<file path="config.mk">
export PLATFORM = sky130hd
export DESIGN_NAME = spi_angle_read_sequencer_unit_flat
export DESIGN_NICKNAME = d
export VERILOG_FILES = /design/src/rtl/sars_pkg.sv /design/src/rtl/sars_if.sv /design/src/rtl/sars_err_counters.sv /design/src/rtl/spi_angle_read_sequencer_unit.sv /design/src/flat_wrapper.sv
export VERILOG_INCLUDE_DIRS = /design/src /design/src/rtl
export SDC_FILE = /design/constraint.sdc
export NUM_CORES = 1
export LEC_CHECK = 0
export ABC_CLOCK_PERIOD_IN_PS = 15850
export CORE_UTILIZATION = 45
export DETAILED_ROUTE_END_ITERATION = 6
export DONT_BUFFER_PORTS = 1
export PLACE_DENSITY_LB_ADDON = 0.12
export SLEW_MARGIN = 25
export SYNTH_ARGS = -nofsm -noshare
export SYNTH_HDL_FRONTEND = slang
export SYNTH_SLANG_ARGS = --single-unit
</file>
<file path="constraint.sdc">
create_clock -name clk -period 15.85 [get_ports clk]
set_input_delay 2.3775 -clock clk [delete_from_list [all_inputs] [get_ports clk]]
set_output_delay 2.3775 -clock clk [all_outputs]
set_load 0.01 [all_outputs]
</file>
<file path="src/rtl/spi_angle_read_sequencer_unit_macros.svh">
// ---------------------------------------------------------------------------
// spi angle read sequencer assertion macros
// shared concurrent assertion forms, clocked on clk, disabled in reset
// ---------------------------------------------------------------------------
`ifndef SPI_ANGLE_READ_SEQUENCER_UNIT_MACROS_SVH
`define SPI_ANGLE_READ_SEQUENCER_UNIT_MACROS_SVH

// same-cycle implication
`define SARS_ASSERT_IMP(label, ante, cons) \
  label: assert property (@(posedge clk) disable iff (!rst_n) (ante) |-> (cons)) \
    else $error("sars same-cycle check failed");

// next-cycle implication
`define SARS_ASSERT_NXT(label, ante, cons) \
  label: assert property (@(posedge clk) disable iff (!rst_n) (ante) |=> (cons)) \
    else $error("sars next-cycle check failed");

`endif

</file>
<file path="src/rtl/sars_pkg.sv">
// ---------------------------------------------------------------------------
// sars_pkg
// shared constants, types and frame helpers of the spi angle read sequencer
// ---------------------------------------------------------------------------
package sars_pkg;

  localparam int FRAME_BITS = 16;
  localparam int CNT_W      = 16;
  localparam int NUM_CNT    = 6;
  localparam int CFG_AW     = 5;

  localparam logic [CNT_W-1:0] CNT_MAX = {CNT_W{1'b1}};

  // opcodes
  localparam logic [1:0] OP_START = 2'd0;
  localparam logic [1:0] OP_RESP  = 2'd1;
  localparam logic [1:0] OP_CLEAR = 2'd2;

  // result kinds
  localparam logic [1:0] KIND_FRAME   = 2'd0;
  localparam logic [1:0] KIND_DONE    = 2'd1;
  localparam logic [1:0] KIND_CLEARED = 2'd2;

  // counter slots
  localparam int CNT_PARITY = 0;
  localparam int CNT_SENSOR = 1;
  localparam int CNT_CLEARS = 2;
  localparam int CNT_CLRPAR = 3;
  localparam int CNT_GOODRT = 4;
  localparam int CNT_FAILED = 5;

  // register indexes
  localparam logic [2:0] REG_RESOLUTION = 3'd0;
  localparam logic [2:0] REG_DATA_TOP   = 3'd1;
  localparam logic [2:0] REG_READ_FLAG  = 3'd2;
  localparam logic [2:0] REG_PAR_FLAG   = 3'd3;
  localparam logic [2:0] REG_CHECK_PAR  = 3'd4;
  localparam logic [2:0] REG_ERR_FLAG   = 3'd5;
  localparam logic [2:0] REG_CLEAR_ADDR = 3'd6;
  localparam logic [2:0] REG_RETRY      = 3'd7;

  typedef logic [NUM_CNT-1:0][CNT_W-1:0] cnt_arr_t;

  typedef struct packed {
    logic               clear;
    logic [NUM_CNT-1:0] bump;
  } cnt_ctl_t;

  // even parity over a whole frame
  function automatic logic parity16(input logic [FRAME_BITS-1:0] v);
    return ^v;
  endfunction

  // command frame: address, optional read bit, optional parity bit
  function automatic logic [FRAME_BITS-1:0] build_command(
    input logic [FRAME_BITS-1:0] addr,
    input logic [3:0]            rd_bit,
    input logic [3:0]            par_bit
  );
    logic [FRAME_BITS-1:0] c;
    c = addr;
    if (rd_bit != 4'd0) c[rd_bit] = 1'b1;
    if (par_bit != 4'd0) c[par_bit] = c[par_bit] | parity16(c);
    return c;
  endfunction

  // shifted and masked data field of a response
  function automatic logic [FRAME_BITS-1:0] extract(
    input logic [FRAME_BITS-1:0] w,
    input logic [4:0]            res_bits,
    input logic [3:0]            top_bit
  );
    logic [4:0]            res;
    logic [4:0]            top1;
    logic [4:0]            sh;
    logic [FRAME_BITS-1:0] mask;
    res  = (res_bits > 5'd16) ? 5'd16 : res_bits;
    mask = (res == 5'd0) ? '0 : (16'hFFFF >> (5'd16 - res));
    top1 = {1'b0, top_bit} + 5'd1;
    sh   = (top1 > res) ? (top1 - res) : 5'd0;
    return (w >> sh) & mask;
  endfunction

endpackage

</file>
<file path="src/rtl/sars_if.sv">
// ---------------------------------------------------------------------------
// sars channel interfaces
// valid/ready channels for request items and result items
// ---------------------------------------------------------------------------
interface sars_in_if;
  logic        valid;
  logic        ready;
  logic [1:0]  opcode;
  logic [13:0] reg_address;
  logic [15:0] response_word;

  modport source (output valid, opcode, reg_address, response_word, input ready);
  modport sink   (input valid, opcode, reg_address, response_word, output ready);
endinterface

interface sars_out_if;
  logic               valid;
  logic               ready;
  logic [1:0]         result_kind;
  logic [15:0]        frame_word;
  logic signed [16:0] count_value;
  logic [1:0]         status_flags;
  logic [15:0]        error_detail;
  logic [15:0]        parity_errors;
  logic [15:0]        sensor_errors;
  logic [15:0]        clear_reads;
  logic [15:0]        clear_parity_errors;
  logic [15:0]        good_retries;
  logic [15:0]        failed_reads;

  modport source (
    output valid, result_kind, frame_word, count_value, status_flags, error_detail,
           parity_errors, sensor_errors, clear_reads, clear_parity_errors,
           good_retries, failed_reads,
    input  ready
  );
  modport sink (
    input  valid, result_kind, frame_word, count_value, status_flags, error_detail,
           parity_errors, sensor_errors, clear_reads, clear_parity_errors,
           good_retries, failed_reads,
    output ready
  );
endinterface

</file>
<file path="src/rtl/sars_err_counters.sv">
// ---------------------------------------------------------------------------
// sars_err_counters
// six saturating error counters with a common clear
// ---------------------------------------------------------------------------
module sars_err_counters (
  input  logic              clk,
  input  logic              rst_n,
  input  sars_pkg::cnt_ctl_t ctl,
  output sars_pkg::cnt_arr_t cnt_r,
  output sars_pkg::cnt_arr_t cnt_nxt
);

  always_comb begin
    for (int i = 0; i < sars_pkg::NUM_CNT; i++) begin
      if (ctl.clear) begin
        cnt_nxt[i] = '0;
      end else if (ctl.bump[i] && (cnt_r[i] < sars_pkg::CNT_MAX)) begin
        cnt_nxt[i] = cnt_r[i] + 1'b1;
      end else begin
        cnt_nxt[i] = cnt_r[i];
      end
    end
  end

  always_ff @(posedge clk) begin
    if (!rst_n) begin
      cnt_r <= '0;
    end else begin
      cnt_r <= cnt_nxt;
    end
  end

endmodule

</file>
<file path="src/rtl/spi_angle_read_sequencer_unit.sv">
// ---------------------------------------------------------------------------
// spi_angle_read_sequencer_unit
// sequences sensor register reads one spi frame at a time, checks parity and
// the sensor error bit, issues error-clear reads and retries
// ---------------------------------------------------------------------------
//  channel   dir  handshake        carries
//  in_ch     in   valid/ready      opcode, reg_address, response_word
//  out_ch    out  valid/ready      result kind, frame, count, status, counters
//  apb       in   psel/penable     eight config registers at 4*index
//
//  one transfer per cycle sustained while out_ch is not stalled: an input
//  register, decode and state update, then the result register; an item
//  is registered in stage one, then in the result register that drives out_ch.valid
//  synchronous active-low reset restores register defaults and clears state
//  a stalled result holds stage one; in_ch.ready drops only while stage one
//  is full and the result register cannot be replaced
// ---------------------------------------------------------------------------
`include "spi_angle_read_sequencer_unit_macros.svh"

module spi_angle_read_sequencer_unit (
  input  logic                       clk,
  input  logic                       rst_n,
  sars_in_if.sink                    in_ch,
  sars_out_if.source                 out_ch,
  input  logic                       psel,
  input  logic                       penable,
  input  logic                       pwrite,
  input  logic [sars_pkg::CFG_AW-1:0] paddr,
  input  logic [31:0]                pwdata,
  output logic [31:0]                prdata,
  output logic                       pready
);

  // phase codes
  localparam logic [1:0] PH_IDLE  = 2'd0;
  localparam logic [1:0] PH_ANGLE = 2'd1;
  localparam logic [1:0] PH_CLEAR = 2'd2;

  // ---------------- configuration registers ----------------
  logic [4:0]  resolution_r;
  logic [3:0]  data_top_r;
  logic [3:0]  read_flag_r;
  logic [3:0]  par_flag_r;
  logic        check_par_r;
  logic [3:0]  err_flag_r;
  logic [15:0] clear_addr_r;
  logic [7:0]  retry_r;

  logic       cfg_wr;
  logic [2:0] cfg_idx;

  assign pready  = 1'b1;
  assign cfg_wr  = psel && penable && pwrite;
  assign cfg_idx = paddr[4:2];

  always_ff @(posedge clk) begin
    if (!rst_n) begin
      resolution_r <= 5'd14;
      data_top_r   <= 4'd13;
      read_flag_r  <= 4'd14;
      par_flag_r   <= 4'd15;
      check_par_r  <= 1'b0;
      err_flag_r   <= 4'd0;
      clear_addr_r <= 16'd0;
      retry_r      <= 8'd0;
    end else if (cfg_wr) begin
      unique case (cfg_idx)
        sars_pkg::REG_RESOLUTION: resolution_r <= pwdata[4:0];
        sars_pkg::REG_DATA_TOP:   data_top_r   <= pwdata[3:0];
        sars_pkg::REG_READ_FLAG:  read_flag_r  <= pwdata[3:0];
        sars_pkg::REG_PAR_FLAG:   par_flag_r   <= pwdata[3:0];
        sars_pkg::REG_CHECK_PAR:  check_par_r  <= pwdata[0];
        sars_pkg::REG_ERR_FLAG:   err_flag_r   <= pwdata[3:0];
        sars_pkg::REG_CLEAR_ADDR: clear_addr_r <= pwdata[15:0];
        sars_pkg::REG_RETRY:      retry_r      <= pwdata[7:0];
        default: ;
      endcase
    end
  end

  always_comb begin
    unique case (cfg_idx)
      sars_pkg::REG_RESOLUTION: prdata = {27'd0, resolution_r};
      sars_pkg::REG_DATA_TOP:   prdata = {28'd0, data_top_r};
      sars_pkg::REG_READ_FLAG:  prdata = {28'd0, read_flag_r};
      sars_pkg::REG_PAR_FLAG:   prdata = {28'd0, par_flag_r};
      sars_pkg::REG_CHECK_PAR:  prdata = {31'd0, check_par_r};
      sars_pkg::REG_ERR_FLAG:   prdata = {28'd0, err_flag_r};
      sars_pkg::REG_CLEAR_ADDR: prdata = {16'd0, clear_addr_r};
      sars_pkg::REG_RETRY:      prdata = {24'd0, retry_r};
      default:                  prdata = '0;
    endcase
  end

  // ---------------- stage one: input register ----------------
  logic        s1_valid_r;
  logic [1:0]  s1_op_r;
  logic [13:0] s1_addr_r;
  logic [15:0] s1_word_r;
  logic        fire1;   // stage one item is processed this cycle
  logic        out_valid_r;

  // the item leaves stage one whenever the result register is free or draining
  assign fire1       = s1_valid_r && (!out_valid_r || out_ch.ready);
  assign in_ch.ready = !s1_valid_r || fire1;

  always_ff @(posedge clk) begin
    if (!rst_n) begin
      s1_valid_r <= 1'b0;
    end else if (in_ch.ready) begin
      s1_valid_r <= in_ch.valid;
    end
  end

  always_ff @(posedge clk) begin
    if (in_ch.valid && in_ch.ready) begin
      s1_op_r   <= in_ch.opcode;
      s1_addr_r <= in_ch.reg_address;
      s1_word_r <= in_ch.response_word;
    end
  end

  // ---------------- sequencer state ----------------
  logic [1:0]  phase_r,      phase_nxt;
  logic [15:0] angle_cmd_r,  angle_cmd_nxt;
  logic [8:0]  attempt_r,    attempt_nxt;
  logic [1:0]  acc_status_r, acc_status_nxt;
  logic [15:0] valid_cnt_r,  valid_cnt_nxt;
  logic        has_valid_r,  has_valid_nxt;
  logic [15:0] detail_r,     detail_nxt;

  sars_pkg::cnt_ctl_t cnt_ctl;
  sars_pkg::cnt_arr_t cnt_r;
  sars_pkg::cnt_arr_t cnt_nxt;

  // result of the current item
  logic        produce;
  logic [1:0]  res_kind;
  logic [15:0] res_frame;
  logic [1:0]  res_status;

  // response checks
  logic        validate;
  logic [8:0]  attempts;
  logic [8:0]  attempt_inc;
  logic        retry_go;
  logic        par_bad;
  logic        err_hit;
  logic [15:0] resp_data;
  logic [1:0]  acc_fail;     // status after a failed attempt on this item

  assign validate    = check_par_r || (err_flag_r != 4'd0);
  assign attempts    = validate ? ({1'b0, retry_r} + 9'd1) : 9'd1;
  assign attempt_inc = attempt_r + 9'd1;
  assign retry_go    = attempt_inc < attempts;
  assign par_bad     = check_par_r && sars_pkg::parity16(s1_word_r);
  assign err_hit     = (err_flag_r != 4'd0) && s1_word_r[err_flag_r];
  assign resp_data   = sars_pkg::extract(s1_word_r, resolution_r, data_top_r);

  always_comb begin
    phase_nxt      = phase_r;
    angle_cmd_nxt  = angle_cmd_r;
    attempt_nxt    = attempt_r;
    acc_status_nxt = acc_status_r;
    valid_cnt_nxt  = valid_cnt_r;
    has_valid_nxt  = has_valid_r;
    detail_nxt     = detail_r;
    cnt_ctl        = '0;
    produce        = 1'b0;
    res_kind       = sars_pkg::KIND_FRAME;
    res_frame      = '0;
    res_status     = '0;
    acc_fail       = acc_status_r;
    // goes with a retry or giving up; overridden where the item ends otherwise
    if (s1_valid_r) begin
      case (s1_op_r)
        sars_pkg::OP_START: begin
          angle_cmd_nxt  = sars_pkg::build_command({2'b00, s1_addr_r},
                                                   read_flag_r, par_flag_r);
          attempt_nxt    = '0;
          acc_status_nxt = '0;
          phase_nxt      = PH_ANGLE;
          produce        = 1'b1;
          res_kind       = sars_pkg::KIND_FRAME;
          res_frame      = angle_cmd_nxt;
        end
        sars_pkg::OP_CLEAR: begin
          cnt_ctl.clear = 1'b1;
          produce       = 1'b1;
          res_kind      = sars_pkg::KIND_CLEARED;
          res_status    = acc_status_r;
        end
        sars_pkg::OP_RESP: begin
          if (phase_r != PH_IDLE) begin
            produce = 1'b1;
            // default outcome: next attempt or give up
            if (phase_r == PH_CLEAR) begin
              if (par_bad) begin
                cnt_ctl.bump[sars_pkg::CNT_PARITY] = 1'b1;
                cnt_ctl.bump[sars_pkg::CNT_CLRPAR] = 1'b1;
                acc_fail = acc_status_r | 2'b01;
              end else begin
                detail_nxt = resp_data;
              end
            end else if (par_bad) begin
              cnt_ctl.bump[sars_pkg::CNT_PARITY] = 1'b1;
              acc_fail = acc_status_r | 2'b01;
            end else if (err_hit) begin
              cnt_ctl.bump[sars_pkg::CNT_SENSOR] = 1'b1;
              acc_fail = acc_status_r | 2'b10;
            end
            acc_status_nxt = acc_fail;
            attempt_nxt    = attempt_inc;
            if (retry_go) begin
              phase_nxt = PH_ANGLE;
              res_kind  = sars_pkg::KIND_FRAME;
              res_frame = angle_cmd_r;
            end else begin
              cnt_ctl.bump[sars_pkg::CNT_FAILED] = 1'b1;
              phase_nxt = PH_IDLE;
              res_kind  = sars_pkg::KIND_DONE;
            end
            res_status = acc_fail;

            // angle response outcomes that replace the retry path
            if (phase_r == PH_ANGLE && !par_bad) begin
              if (err_hit && (clear_addr_r != 16'd0)) begin
                // sensor error: issue the error-clear read
                cnt_ctl.bump[sars_pkg::CNT_FAILED] = 1'b0;
                cnt_ctl.bump[sars_pkg::CNT_CLEARS] = 1'b1;
                attempt_nxt = attempt_r;
                phase_nxt   = PH_CLEAR;
                res_kind    = sars_pkg::KIND_FRAME;
                res_frame   = sars_pkg::build_command(clear_addr_r,
                                                      read_flag_r, par_flag_r);
              end else if (!err_hit) begin
                // good reading
                cnt_ctl.bump[sars_pkg::CNT_FAILED] = 1'b0;
                cnt_ctl.bump[sars_pkg::CNT_GOODRT] = (attempt_r != 9'd0);
                attempt_nxt    = attempt_r;
                valid_cnt_nxt  = resp_data;
                has_valid_nxt  = 1'b1;
                phase_nxt      = PH_IDLE;
                acc_status_nxt = '0;
                res_kind       = sars_pkg::KIND_DONE;
                res_frame      = '0;
                res_status     = '0;
              end
            end
          end
        end
        default: ;
      endcase
    end
    // nothing moves unless the item is really processed
    if (!fire1) cnt_ctl = '0;
  end

  always_ff @(posedge clk) begin
    if (!rst_n) begin
      phase_r      <= PH_IDLE;
      angle_cmd_r  <= '0;
      attempt_r    <= '0;
      acc_status_r <= '0;
      valid_cnt_r  <= '0;
      has_valid_r  <= 1'b0;
      detail_r     <= '0;
    end else if (fire1) begin
      phase_r      <= phase_nxt;
      angle_cmd_r  <= angle_cmd_nxt;
      attempt_r    <= attempt_nxt;
      acc_status_r <= acc_status_nxt;
      valid_cnt_r  <= valid_cnt_nxt;
      has_valid_r  <= has_valid_nxt;
      detail_r     <= detail_nxt;
    end
  end

  sars_err_counters u_counters (
    .clk     (clk),
    .rst_n   (rst_n),
    .ctl     (cnt_ctl),
    .cnt_r   (cnt_r),
    .cnt_nxt (cnt_nxt)
  );

  // ---------------- result register ----------------
  logic [1:0]         out_kind_r;
  logic [15:0]        out_frame_r;
  logic signed [16:0] out_count_r;
  logic [1:0]         out_status_r;
  logic [15:0]        out_detail_r;
  sars_pkg::cnt_arr_t out_cnt_r;

  always_ff @(posedge clk) begin
    if (!rst_n) begin
      out_valid_r <= 1'b0;
    end else if (fire1) begin
      out_valid_r <= produce;
    end else if (out_ch.ready) begin
      out_valid_r <= 1'b0;
    end
  end

  always_ff @(posedge clk) begin
    if (fire1 && produce) begin
      out_kind_r   <= res_kind;
      out_frame_r  <= res_frame;
      // minus one until a reading has ever been good
      out_count_r  <= has_valid_nxt ? $signed({1'b0, valid_cnt_nxt}) : -17'sd1;
      out_status_r <= res_status;
      out_detail_r <= detail_nxt;
      out_cnt_r    <= cnt_nxt;
    end
  end

  assign out_ch.valid               = out_valid_r;
  assign out_ch.result_kind         = out_kind_r;
  assign out_ch.frame_word          = out_frame_r;
  assign out_ch.count_value         = out_count_r;
  assign out_ch.status_flags        = out_status_r;
  assign out_ch.error_detail        = out_detail_r;
  assign out_ch.parity_errors       = out_cnt_r[sars_pkg::CNT_PARITY];
  assign out_ch.sensor_errors       = out_cnt_r[sars_pkg::CNT_SENSOR];
  assign out_ch.clear_reads         = out_cnt_r[sars_pkg::CNT_CLEARS];
  assign out_ch.clear_parity_errors = out_cnt_r[sars_pkg::CNT_CLRPAR];
  assign out_ch.good_retries        = out_cnt_r[sars_pkg::CNT_GOODRT];
  assign out_ch.failed_reads        = out_cnt_r[sars_pkg::CNT_FAILED];

  // ---------------- assertions ----------------
  `SARS_ASSERT_NXT(a_done_goes_idle, fire1 && produce && (res_kind == sars_pkg::KIND_DONE), phase_r == PH_IDLE)
  `SARS_ASSERT_NXT(a_clear_zeroes, fire1 && (s1_op_r == sars_pkg::OP_CLEAR), cnt_r == '0)
  `SARS_ASSERT_IMP(a_stall_blocks_input, s1_valid_r && out_valid_r && !out_ch.ready, !in_ch.ready)

endmodule
</file>
<file path="src/flat_wrapper.sv">
// flat-port wrapper written by rule: the top's interface ports become plain ports
module spi_angle_read_sequencer_unit_flat 
  (clk, rst_n, psel, penable, pwrite, paddr, pwdata, prdata, pready, in_ch_valid, in_ch_opcode, in_ch_reg_address, in_ch_response_word, in_ch_ready, out_ch_valid, out_ch_result_kind, out_ch_frame_word, out_ch_count_value, out_ch_status_flags, out_ch_error_detail, out_ch_parity_errors, out_ch_sensor_errors, out_ch_clear_reads, out_ch_clear_parity_errors, out_ch_good_retries, out_ch_failed_reads, out_ch_ready);
  sars_in_if in_ch_i ();
  sars_out_if out_ch_i ();
  input  logic clk;
  input  logic rst_n;
  input  logic psel;
  input  logic penable;
  input  logic pwrite;
  input  logic [sars_pkg::CFG_AW-1:0] paddr;
  input  logic [31:0] pwdata;
  output logic [31:0] prdata;
  output logic pready;
  input wire logic [$bits(in_ch_i.valid)-1:0] in_ch_valid;
  input wire logic [$bits(in_ch_i.opcode)-1:0] in_ch_opcode;
  input wire logic [$bits(in_ch_i.reg_address)-1:0] in_ch_reg_address;
  input wire logic [$bits(in_ch_i.response_word)-1:0] in_ch_response_word;
  output wire logic [$bits(in_ch_i.ready)-1:0] in_ch_ready;
  output wire logic [$bits(out_ch_i.valid)-1:0] out_ch_valid;
  output wire logic [$bits(out_ch_i.result_kind)-1:0] out_ch_result_kind;
  output wire logic [$bits(out_ch_i.frame_word)-1:0] out_ch_frame_word;
  output wire logic [$bits(out_ch_i.count_value)-1:0] out_ch_count_value;
  output wire logic [$bits(out_ch_i.status_flags)-1:0] out_ch_status_flags;
  output wire logic [$bits(out_ch_i.error_detail)-1:0] out_ch_error_detail;
  output wire logic [$bits(out_ch_i.parity_errors)-1:0] out_ch_parity_errors;
  output wire logic [$bits(out_ch_i.sensor_errors)-1:0] out_ch_sensor_errors;
  output wire logic [$bits(out_ch_i.clear_reads)-1:0] out_ch_clear_reads;
  output wire logic [$bits(out_ch_i.clear_parity_errors)-1:0] out_ch_clear_parity_errors;
  output wire logic [$bits(out_ch_i.good_retries)-1:0] out_ch_good_retries;
  output wire logic [$bits(out_ch_i.failed_reads)-1:0] out_ch_failed_reads;
  input wire logic [$bits(out_ch_i.ready)-1:0] out_ch_ready;
  assign in_ch_i.valid = in_ch_valid;
  assign in_ch_i.opcode = in_ch_opcode;
  assign in_ch_i.reg_address = in_ch_reg_address;
  assign in_ch_i.response_word = in_ch_response_word;
  assign in_ch_ready = in_ch_i.ready;
  assign out_ch_valid = out_ch_i.valid;
  assign out_ch_result_kind = out_ch_i.result_kind;
  assign out_ch_frame_word = out_ch_i.frame_word;
  assign out_ch_count_value = out_ch_i.count_value;
  assign out_ch_status_flags = out_ch_i.status_flags;
  assign out_ch_error_detail = out_ch_i.error_detail;
  assign out_ch_parity_errors = out_ch_i.parity_errors;
  assign out_ch_sensor_errors = out_ch_i.sensor_errors;
  assign out_ch_clear_reads = out_ch_i.clear_reads;
  assign out_ch_clear_parity_errors = out_ch_i.clear_parity_errors;
  assign out_ch_good_retries = out_ch_i.good_retries;
  assign out_ch_failed_reads = out_ch_i.failed_reads;
  assign out_ch_i.ready = out_ch_ready;
  spi_angle_read_sequencer_unit u_core (.clk(clk), .rst_n(rst_n), .in_ch(in_ch_i), .out_ch(out_ch_i), .psel(psel), .penable(penable), .pwrite(pwrite), .paddr(paddr), .pwdata(pwdata), .prdata(prdata), .pready(pready));
endmodule
</file>
Word level (Yosys, flattened, before mapping)
Cells that the tools add are included.
- output and inout port bits: 184
- memories kept: 0
- word-level logic and storage cells: 247
- input bits: 76
- bits in read-only memories: 0
- latch bits: 0
- memory bits (writable): 0
- flip-flop bits (word level): 387
- $mul: 0
- bitwise logic cells: 5
- magnitude comparators: 14
- add/sub/neg operators: 11
- equality and inequality tests: 14
- reduce and logical (&&, ||, !) cells: 49
- div/mod/pow operators: 0
- shift-type cells: 2
- mux-type cells: 114
- operators by type and width (cell ; count):
    two-way mux 16 bit ; 40
    one-hot mux 32 bit (8 select lines) ; 1
    adder 16 x 1 -> 16 bit, second input constant ; 6
    < comparator 16 bit, second input constant ; 6
    XOR reduction 16 bit ; 3
    two-way mux 9 bit ; 5
    bitwise mux 16 bit ; 2
    two-way mux 2 bit ; 16
    one-hot mux 16 bit (2 select lines) ; 1
    two-way mux 1 bit ; 31
    one-hot mux 9 bit (2 select lines) ; 1
    logical AND 1 bit ; 17
    two-way mux 17 bit ; 1
    bitwise AND 16 bit ; 1
    bitwise OR 14 x 16 -> 16 bit ; 1
    bitwise OR 16 bit ; 1
    one-hot mux 2 bit (2 select lines) ; 4
    AND reduction 2 bit ; 8
    nonzero test 16 bit ; 1
    >> shifter 16 x 5 -> 16 bit ; 1
    >> shifter 16 x 5 -> 16 bit, first input constant ; 1
    < comparator 4 x 5 -> 1 bit, second input constant ; 3
    two-way mux 7 bit ; 2
    binary-select mux 1 bit (select 4 bit) ; 3
    other kinds (34) ; 53

Logic depth before layout (Yosys ltp)
- depth after elaboration: 20
- gate-level depth with buffers: 15
- mapped depth without buffers: 14

Hierarchy
Synthesis repeated with hierarchy kept, for this count alone.
- cell total of the unflattened synthesis: 2147
- area total of the unflattened synthesis: 20369.5 sq um
- modules (own cells, without submodules) (module ; cells each ; area each (sq um) ; sequential area each (sq um) ; times used):
    spi_angle_read_sequencer_unit ; 1389 ; 14551.5 ; 7637.3 ; 1
    sars_err_counters ; 758 ; 5818.1 ; 1921.8 ; 1

Worst setup path after synthesis
Ideal clock, no wire load.
- path type: input -> register
- from: input out_ch_ready
- to: register u_core.out_cnt_r, in the netlist u_core.out_ch.clear_parity_errors[0] (enable)
- setup slack: 2.235 ns
- data required time: 15.007 ns
- stages on the path: 3
- arrival time: 12.771 ns
- buffers on the path: 0
- library setup time: 0.843 ns
- path through: nand2b_1 nand2_1 nor3_1
- longest elaborated chain between the ends: 3
- RTL lines (what ; RTL line ; RTL):
    start, declared ; flat_wrapper.sv:32 ; input wire logic [$bits(out_ch_i.ready)-1:0] out_ch_ready;
    logical OR 1 bit ; spi_angle_read_sequencer_unit.sv:104 ; assign fire1 = s1_valid_r && (!out_valid_r || out_ch.ready);
    logical AND 1 bit ; spi_angle_read_sequencer_unit.sv:104 ;
    logical AND 1 bit ; spi_angle_read_sequencer_unit.sv:306 ; if (fire1 && produce) begin
    end signal, assigned ; spi_angle_read_sequencer_unit.sv:313 ; out_cnt_r <= cnt_nxt;
    end, declared ; spi_angle_read_sequencer_unit.sv:293 ; sars_pkg::cnt_arr_t out_cnt_r;
No other way between the ends.
A chain may end at the register's enable or synchronous reset.

Final worst setup path
- from: input paddr[4] (netlist bit)
- to: output prdata[0]
- longest elaborated chain between the ends: 2
- elaborated cells between the ends (all ways): 9
- classes of those cells: 7 x eq/ne; 1 x mux; 1 x reduce/logical
- RTL lines (what ; RTL line ; RTL):
    start, declared ; flat_wrapper.sv:11 ; input logic [sars_pkg::CFG_AW-1:0] paddr;
    equality test 3 bit, or another cell as far along ; spi_angle_read_sequencer_unit.sv:82 ; unique case (cfg_idx)
    one-hot mux 32 bit (8 select lines) * ; spi_angle_read_sequencer_unit.sv:82 ;
    end, declared ; flat_wrapper.sv:13 ; output logic [31:0] prdata;
Every way passes the cells marked *; elsewhere a longest branch is shown, timed or not. The select of a mux whose other input is x is not followed.

==> flow_summary_export.csv <==
group,metric,value,unit
critical_path,slowest_stage,"nor2b_1",
yosys,syn-cell-area,0.0191,mm^2
floorplan,coreArea,0.0419,mm^2
run,timing.max_cap.violations,0,
timing,hold_viol_final,0,
floorplan,dieArea,0.0433,mm^2
route,routed_wirelength,47300,um
route,antenna_left,0,
placed_design,gp_congestion,0.913,
min_path,min_path_type,"flip-flop to flip-flop",
global_route,grt_max_degree,92,
critical_path,cp.arrival,3650,ps
cts,clk_transition_reported_paths,60,ps
critical_path,worst-r2r-setup-slack,11620,ps
critical_path,start_kind,"input port",
yosys,synth_common_cells,"nor2_1, nand2_1, dfxtp_1",
yosys,ys_ff_latch,387,
cts,ctsHtreeMaxLevel,2,
min_path,holdPathEnd,"u_core.detail_r[15]",
floorplan,start_util,45.6,%
critical_path,cp_cell_sequence,"nor2b_1 > a22oi_1 > nor2_1 > a21oi_1 > a21oi_1",
global_route,grt-ovfl-total,0,
critical_path,critPathLaunch,"paddr[4]",
global_route,grt_pass1_wl,75800,um
floorplan,fp.dieW,208,um
cts,cts_buffers,42,
power_and_ir_drop,p_leak,7.37,nW
timing,drv_slew,0,
route,num_vias,14300,
critical_path,max_stage_delay,590,ps
cells_and_area,final_nets,2067,
cts,clockBufferDepth,3,
route,wl_per_cell,18.7,um
route,drt-initial-drc-count,845,
critical_path,critPathTopFamily,"simple AND/OR/NAND/NOR gates",
power_and_ir_drop,vdd_drop_max,83.8,uV
power_and_ir_drop,power_density,105,mW/mm^2
placed_design,pre_cts_ws,9870,ps
global_route,grt_usage,21.8,%
yosys,syn_area_per_cell,9.49,um^2
route,post_drt_via_cell_ratio,5.64,
global_route,first_global_vias,13600,
critical_path,r2r-end,"u_core.out_ch.count_value[4]",
route,drc_errors,0,
cts,clock_latency,580,ps
critical_path,worstReg2RegStart,"u_core.resolution_r[4]",
critical_path,cp-end-kind,"primary output",
cells_and_area,syn2layout_area_growth,8.90,%
placed_design,hpwlAfterDp,33200,um
timing,final.setup.tns,0,ps
yosys,synth_most_common_cell,"nor2_1",
min_path,min_delay_path_depth,2,
floorplan,io_pins,260,
cells_and_area,antennaDiodeCount,0,
route,drt-pass1-iter-count,5,
yosys,synth_ff_type,"dfxtp_1",
critical_path,critPathBufInv,0,
critical_path,cpMostUsedCell,"a21oi_1",
timing,worst_slew_pin_slew,990,ps
cts,post_cts_resized,0,
yosys,yosys_warnings,0,
timing,fin_skew,14.0,ps
timing,period_needed,6030,ps
yosys,synth.area.top_cells,"edfxtp_1, dfxtp_1, nor2_1, nand2_1, xnor2_1",
floorplan,row_count,75,
cts,cts_post_setup_buffers_inserted,0,
status,status,"finished, final reports clean",
timing,finalSetupViolCount,0,
cts,clock_sinks,387,
floorplan,die_h,208,um
yosys,ys_async_sr_fraction,0,%
yosys,synth_edf_count,181,
critical_path,crit_fanout,18,
timing,max_freq,166,MHz
yosys,synthDistinctLibCells,90,
yosys,ys_seq_area_share,50.1,%
placed_design,numPortBuffers,0,
timing,slew_headroom,34.0,%
critical_path,ff2ff_path_depth,12,
cells_and_area,drive_gt1_share,7.33,%
min_path,worstHoldStart,"u_core.detail_r[15]",
timing,rsz0062_at_grt,"no",
yosys,synth_area_leader_cell,"edfxtp_1",
cts,ctsRootBufferMaster,"clkbuf_16",
yosys,synth_top_cell_area_share,28.5,%
global_route,antenna_found_initial,0,
cts,hold_buffers,0,
timing,whs,455,ps
critical_path,crit_type,"input port to primary output",
critical_path,crit_required,13470,ps
cts,cts_tree,"yes",
timing,period_share,38.0,%
yosys,synth_cells,2012,
timing,fin_ws,9820,ps
==> how the worst max path moves through the flow <==
stage / end / slack [ps] / cells after the start
after global routing: prdata[0] / 9700 / 5
after floorplan: u_core.out_ch.clear_parity_errors[0] / 2240 / 3
after global placement: prdata[0] / 9910 / 5
after detailed placement: prdata[0] / 9870 / 5
final: prdata[0] / 9820 / 5
after CTS: prdata[0] / 9860 / 5
==> sequential cells by signal (all words and copies together), names as in the netlist, 9 cells and up <==
| register | count |
|---|---|
| u_core.u_counters.cnt_r | 96 |
| u_core.out_ch.count_value | 17 |
| u_core.angle_cmd_r | 16 |
| u_core.clear_addr_r | 16 |
| u_core.detail_r | 16 |
| u_core.out_ch.clear_parity_errors | 16 |
| u_core.out_ch.clear_reads | 16 |
| u_core.out_ch.error_detail | 16 |
| u_core.out_ch.failed_reads | 16 |
| u_core.out_ch.frame_word | 16 |
| u_core.out_ch.good_retries | 16 |
| u_core.out_ch.parity_errors | 16 |
| u_core.out_ch.sensor_errors | 16 |
| u_core.s1_word_r | 16 |
| u_core.valid_cnt_r | 16 |
| u_core.s1_addr_r | 14 |
| u_core.attempt_r | 9 |
==> report_power, final <==
part           switching [mW]  internal, mW  total [mW]  leakage, nW
registers              0.0144          1.05        1.07         3.45
clock network           0.415         0.572       0.987        0.698
logic                  0.0877        0.0383       0.126         3.22
total                   0.517          1.66        2.18         7.37
==> routing by layer <==
| layer | global-route usage [%] | wire (um) | vias to the layer above |
|---|---|---|---|
| met5 | 0 | 0 | - |
| li1 | - | - | 6982 |
| met4 | 7.48 | 1050 | 0 |
| met3 | 3.70 | 2560 | 70 |
| met1 | 30.6 | 22200 | 6774 |
| met2 | 33.8 | 21400 | 436 |
==> worst min-delay path: cells and delay by family (launching register included) <==
kind            cells  cell delay (ps)
flops               1              310
simple gates        1               50
compound gates      1               50
==> metrics by stage <==
stage               util [%]  area, um^2  power [mW]  instances
global route            49.7       20800        2.26       2530
global placement        46.2       19400        1.21       2452
floorplan                  -       19200        1.19       2027
detailed placement      46.3       19400        1.21       2452
CTS                     49.6       20800        2.21       2529
finish                  49.7       20800        2.18       2530
==> placed cells by master, fill, tap and decap left out, drive strengths merged, types with 46 or more instances in the layout <==
cell,instances
o21ai,96
mux2i,56
nor2,312
xnor2,81
nand3,87
a21oi,105
dfxtp,206
clkbuf,46
xor2,58
nand2,241
edfxtp,181
==> cells by family (layout without fill, tap and decap cells) <==
kind of cell | count (synthesis) | count (layout) | share of synthesized area [%]
compound gates | 344 | 344 | 11.6
xor+xnor | 140 | 140 | 6.57
flops | 387 | 387 | 50.1
fa+ha+maj | 33 | 33 | 2.20
buf+inv | 159 | 123 | 3.64
other cells | 2 | 17 | 0.0393
mux | 74 | 74 | 4.35
simple gates | 873 | 873 | 21.6
==> final cells by class <==
cell class / instances / area (um^2)
Timing Repair Buffer: 10 / 95.1
Inverter: 36 / 135
Clock inverter: 31 / 305
Sequential cell: 387 / 9560
Tap cell: 539 / 674
Multi-Input combinational cell: 1481 / 8930
Clock buffer: 46 / 1100
Fill cell: 3861 / 21100
Note: power is estimated with default switching activity, not from simulation.
